File: src/hw/rtl/obm_pkg.sv
`timescale 1ns / 1ps
package obm_pkg;

    typedef enum logic {
        BANK_A,
        BANK_B
    } obm_bank_t;

    typedef struct packed {
        logic x_hit;
        logic y_hit;
    } obm_touch_t;

endpackage

File: src/hw/rtl/obm_geom.sv
`timescale 1ns / 1ps
module obm_geom
    import obm_pkg::*;
#(
    parameter int COORD_BITS = 12
) (
    input  logic [4*COORD_BITS+1:0] a_box,
    input  logic [4*COORD_BITS+1:0] b_box,
    output obm_touch_t              touch,
    output logic [4*COORD_BITS+1:0] bound
);

    localparam int C  = COORD_BITS;
    localparam int S  = COORD_BITS + 1;
    localparam int E  = COORD_BITS + 2;
    localparam int DW = 4 * COORD_BITS + 2;

    logic [C-1:0] ax, ay, bx, by, lx, ly;
    logic [S-1:0] aw, ah, bw, bh;
    logic [E-1:0] cax, cbx, cay, cby, dx, dy, sx, sy;
    logic [E-1:0] rax, rbx, bay, bby, rx, ry;

    assign ax = a_box[DW-1 -: C];
    assign ay = a_box[DW-1-C -: C];
    assign aw = a_box[2*S-1 -: S];
    assign ah = a_box[S-1:0];
    assign bx = b_box[DW-1 -: C];
    assign by = b_box[DW-1-C -: C];
    assign bw = b_box[2*S-1 -: S];
    assign bh = b_box[S-1:0];

    assign cax = E'({ax, 1'b0}) + E'(aw);
    assign cbx = E'({bx, 1'b0}) + E'(bw);
    assign cay = E'({ay, 1'b0}) + E'(ah);
    assign cby = E'({by, 1'b0}) + E'(bh);
    assign dx  = (cax >= cbx) ? cax - cbx : cbx - cax;
    assign dy  = (cay >= cby) ? cay - cby : cby - cay;
    assign sx  = E'(aw) + E'(bw);
    assign sy  = E'(ah) + E'(bh);

    assign touch.x_hit = (dx <= sx);
    assign touch.y_hit = (dy <= sy);

    assign lx  = (ax < bx) ? ax : bx;
    assign ly  = (ay < by) ? ay : by;
    assign rax = E'(ax) + E'(aw);
    assign rbx = E'(bx) + E'(bw);
    assign bay = E'(ay) + E'(ah);
    assign bby = E'(by) + E'(bh);
    assign rx  = (rax > rbx) ? rax : rbx;
    assign ry  = (bay > bby) ? bay : bby;

    assign bound = {lx, ly, S'(rx - E'(lx)), S'(ry - E'(ly))};

endmodule

File: config.mk
export PLATFORM = sky130hd
export DESIGN_NAME = obm_geom
export DESIGN_NICKNAME = d
export VERILOG_FILES = /design/src/hw/rtl/obm_pkg.sv /design/src/hw/rtl/obm_geom.sv
export SDC_FILE = /design/constraint.sdc
export NUM_CORES = 1
export LEC_CHECK = 0
export BUFFER_PORTS_ARGS = -buffer_cell sky130_fd_sc_hd__buf_2
export CAP_MARGIN = 10
export CORE_MARGIN = 3
export CORE_UTILIZATION = 46
export DETAILED_ROUTE_END_ITERATION = 10
export PLACE_DENSITY = 0.71
export SLEW_MARGIN = 20
export SYNTH_ARGS = -nofsm -noshare
export SYNTH_HDL_FRONTEND = slang
export SYNTH_SLANG_ARGS = --single-unit
File: constraint.sdc
create_clock -name vclk -period 25.1
set_input_delay 7.53 -clock vclk [all_inputs]
set_output_delay 7.53 -clock vclk [all_outputs]
set_load 0.01 [all_outputs]
==> impl_metrics.ini <==
[status]
status = finished, final reports clean

[worst_setup_path]
setup.worst_path.end_class = primary output
worstSetupPathType = in -> out
slowest_delay_ns = 0.48
critical_path_arrival_ns = 13.59
cp-start-kind = primary input
crit_fanout = 5
crit_required_ns = 17.57
crit_slowest_cell = a221oi_1

[final_layout]
syn2layout_area_growth_pct = 10.7
drive_gt1_frac = 0.111
clkbuf_count = 0
nets = 1957
antenna_cells = 0
seq_area_sq_um = 0
nFlopsAndLatches = 0

[logic_synthesis]
ys_top_cells_by_area = ha_1, xnor2_1, a21oi_1, xor2_1, a21o_1
yosysMostFrequentCell = ha_1
ys_seq_area_frac = 0
postSynthCellCount = 1423
yosysWarnings = 0
yosysTopAreaCell = ha_1
synth_cell_types = 64
syn_area_per_cell_sq_um = 7.56
synth_nets = 1815
synth_top_area_share = 0.321
syn_area_sq_um = 10800
yosys-top-cells-count = ha_1, a21oi_1, inv_1

[placement]
place_congestion = 0.929
dp_hpwl_microns = 26600
numPortBuffers = 152

[floorplan]
core_sq_um = 22800
pin_count = 152
row_count = 55
start_util = 0.472
die_h_microns = 159
die_x_microns = 159
dieArea_sq_um = 25200

[min_path]
hold_start = a_box[32]
worst_hold_path.num_cells = 3
hp-class = in -> out
worstHoldEndpoint = bound[32]

[timing]
fmax_mhz = 47.3
period_needed_ns = 21.12
hold_viol = 0
rsz0062_at_grt = no
fin_hold_ws_ns = 15.45
slew_headroom = 0.534
tightest_slew_ns = 0.692
report.final.slew_viol_count = 0
setup_viol = 0
setup_tns_ns = 0
min_period_over_period = 0.841

[grt]
grt_overflow = 0
global_route.usage.total = 0.228
grt_pass1_vias = 10500
grt_pass1_wl_microns = 50000
antenna_found_initial = 1
grt_max_degree = 24

[route]
drt_iter0_markers = 649
drc_errors = 0
first_pass_iters = 6
routedWlPerCell_microns = 16.1
viasPerCell = 5.75
wl_microns = 30200
antenna_left = 0
vias = 10800

[job]
cap_violations = 0

[power_and_ir_drop]
power.leakage_nw = 6.15
ir_worst_vdd_v = 0.0000544
power_density_nw_per_um2 = 67.1
finalPower_mw = 0.799

[clock_tree]
post_cts_buffers = 0
cts_hold_buf = 0
cts-resized-gates = 0
==> power breakdown <==
group / leakage, nW / switching [mW] / internal, mW
sequential: 0 / 0 / 0
combinational: 6.15 / 0.450 / 0.348
clock: 0 / 0 / 0
total: 6.15 / 0.450 / 0.348
==> metrics by stage <==
step	utilization	worst slack, ns	instance area, sq um	std cells
5_1_grt	0.522	3.59	11900	1876
3_3_place_gp	0.522	4.16	11900	1876
3_5_place_dp	0.522	4.01	11900	1876
4_1_cts	0.522	4.00	11900	1876
6_report	0.522	3.98	11900	1876
2_1_floorplan	-	4.95	10800	1423
==> cell families (layout without fill, tap and decap cells) <==
| logic type | Yosys count | in the layout | synth area share |
|---|---|---|---|
| AO/OA/AOI/OAI | 438 | 438 | 0.255 |
| XOR/XNOR | 143 | 143 | 0.116 |
| adder cells (fa/ha/maj) | 292 | 292 | 0.351 |
| buffers and inverters | 150 | 290 | 0.0533 |
| multiplexers | 74 | 74 | 0.0717 |
| AND/OR/NAND/NOR | 326 | 326 | 0.153 |
==> how the worst max path moves through the flow <==
stage,start,to,slack [ns]
floorplan,a_box[0],bound[12],4.95
global placement,a_box[13],bound[25],4.16
detailed placement,a_box[13],bound[25],4.01
CTS,a_box[13],bound[25],4.00
global route,a_box[13],bound[25],3.59
finish,a_box[13],bound[25],3.98
==> layer usage <==
metal / GRT usage / part of all wire
met1: 0.306 / 0.47
met2: 0.405 / 0.47
met3: 0.0162 / 0.041
met5: 0 / 0.00046
met4: 0.0426 / 0.022
==> area by class of cell <==
type	count	area, sq um
Multi-Input combinational cell	1273	10200
Tap cell	313	392
Inverter	132	495
Timing Repair Buffer	158	806
Fill cell	2262	10900
==> layout by cell type (no fill, tap or decap), types with 14 or more instances in the layout <==
master	count
a211oi_1	15
a21o_1	69
a21oi_1	140
a31oi_1	14
buf_2	152
fa_1	16
ha_1	276
inv_1	129
mux2_1	24
mux2i_1	50
nand2_1	66
nand2b_1	26
nand3_1	22
nand4_1	14
nor2_1	81
nor2b_1	34
nor3_1	33
o21a_1	28
o21ai_0	45
o21ai_1	51
o21bai_1	16
xnor2_1	81
xor2_1	62
==> worst max-delay path: cells and delay by family <==
family          cells  cell delay, ns
compound gates     16            3.19
fa+ha+maj           5            1.41
simple gates        3            0.63
buf+inv             4            0.40
mux                 1            0.24
xor+xnor            1            0.19
(Power assumes the default switching activity.)
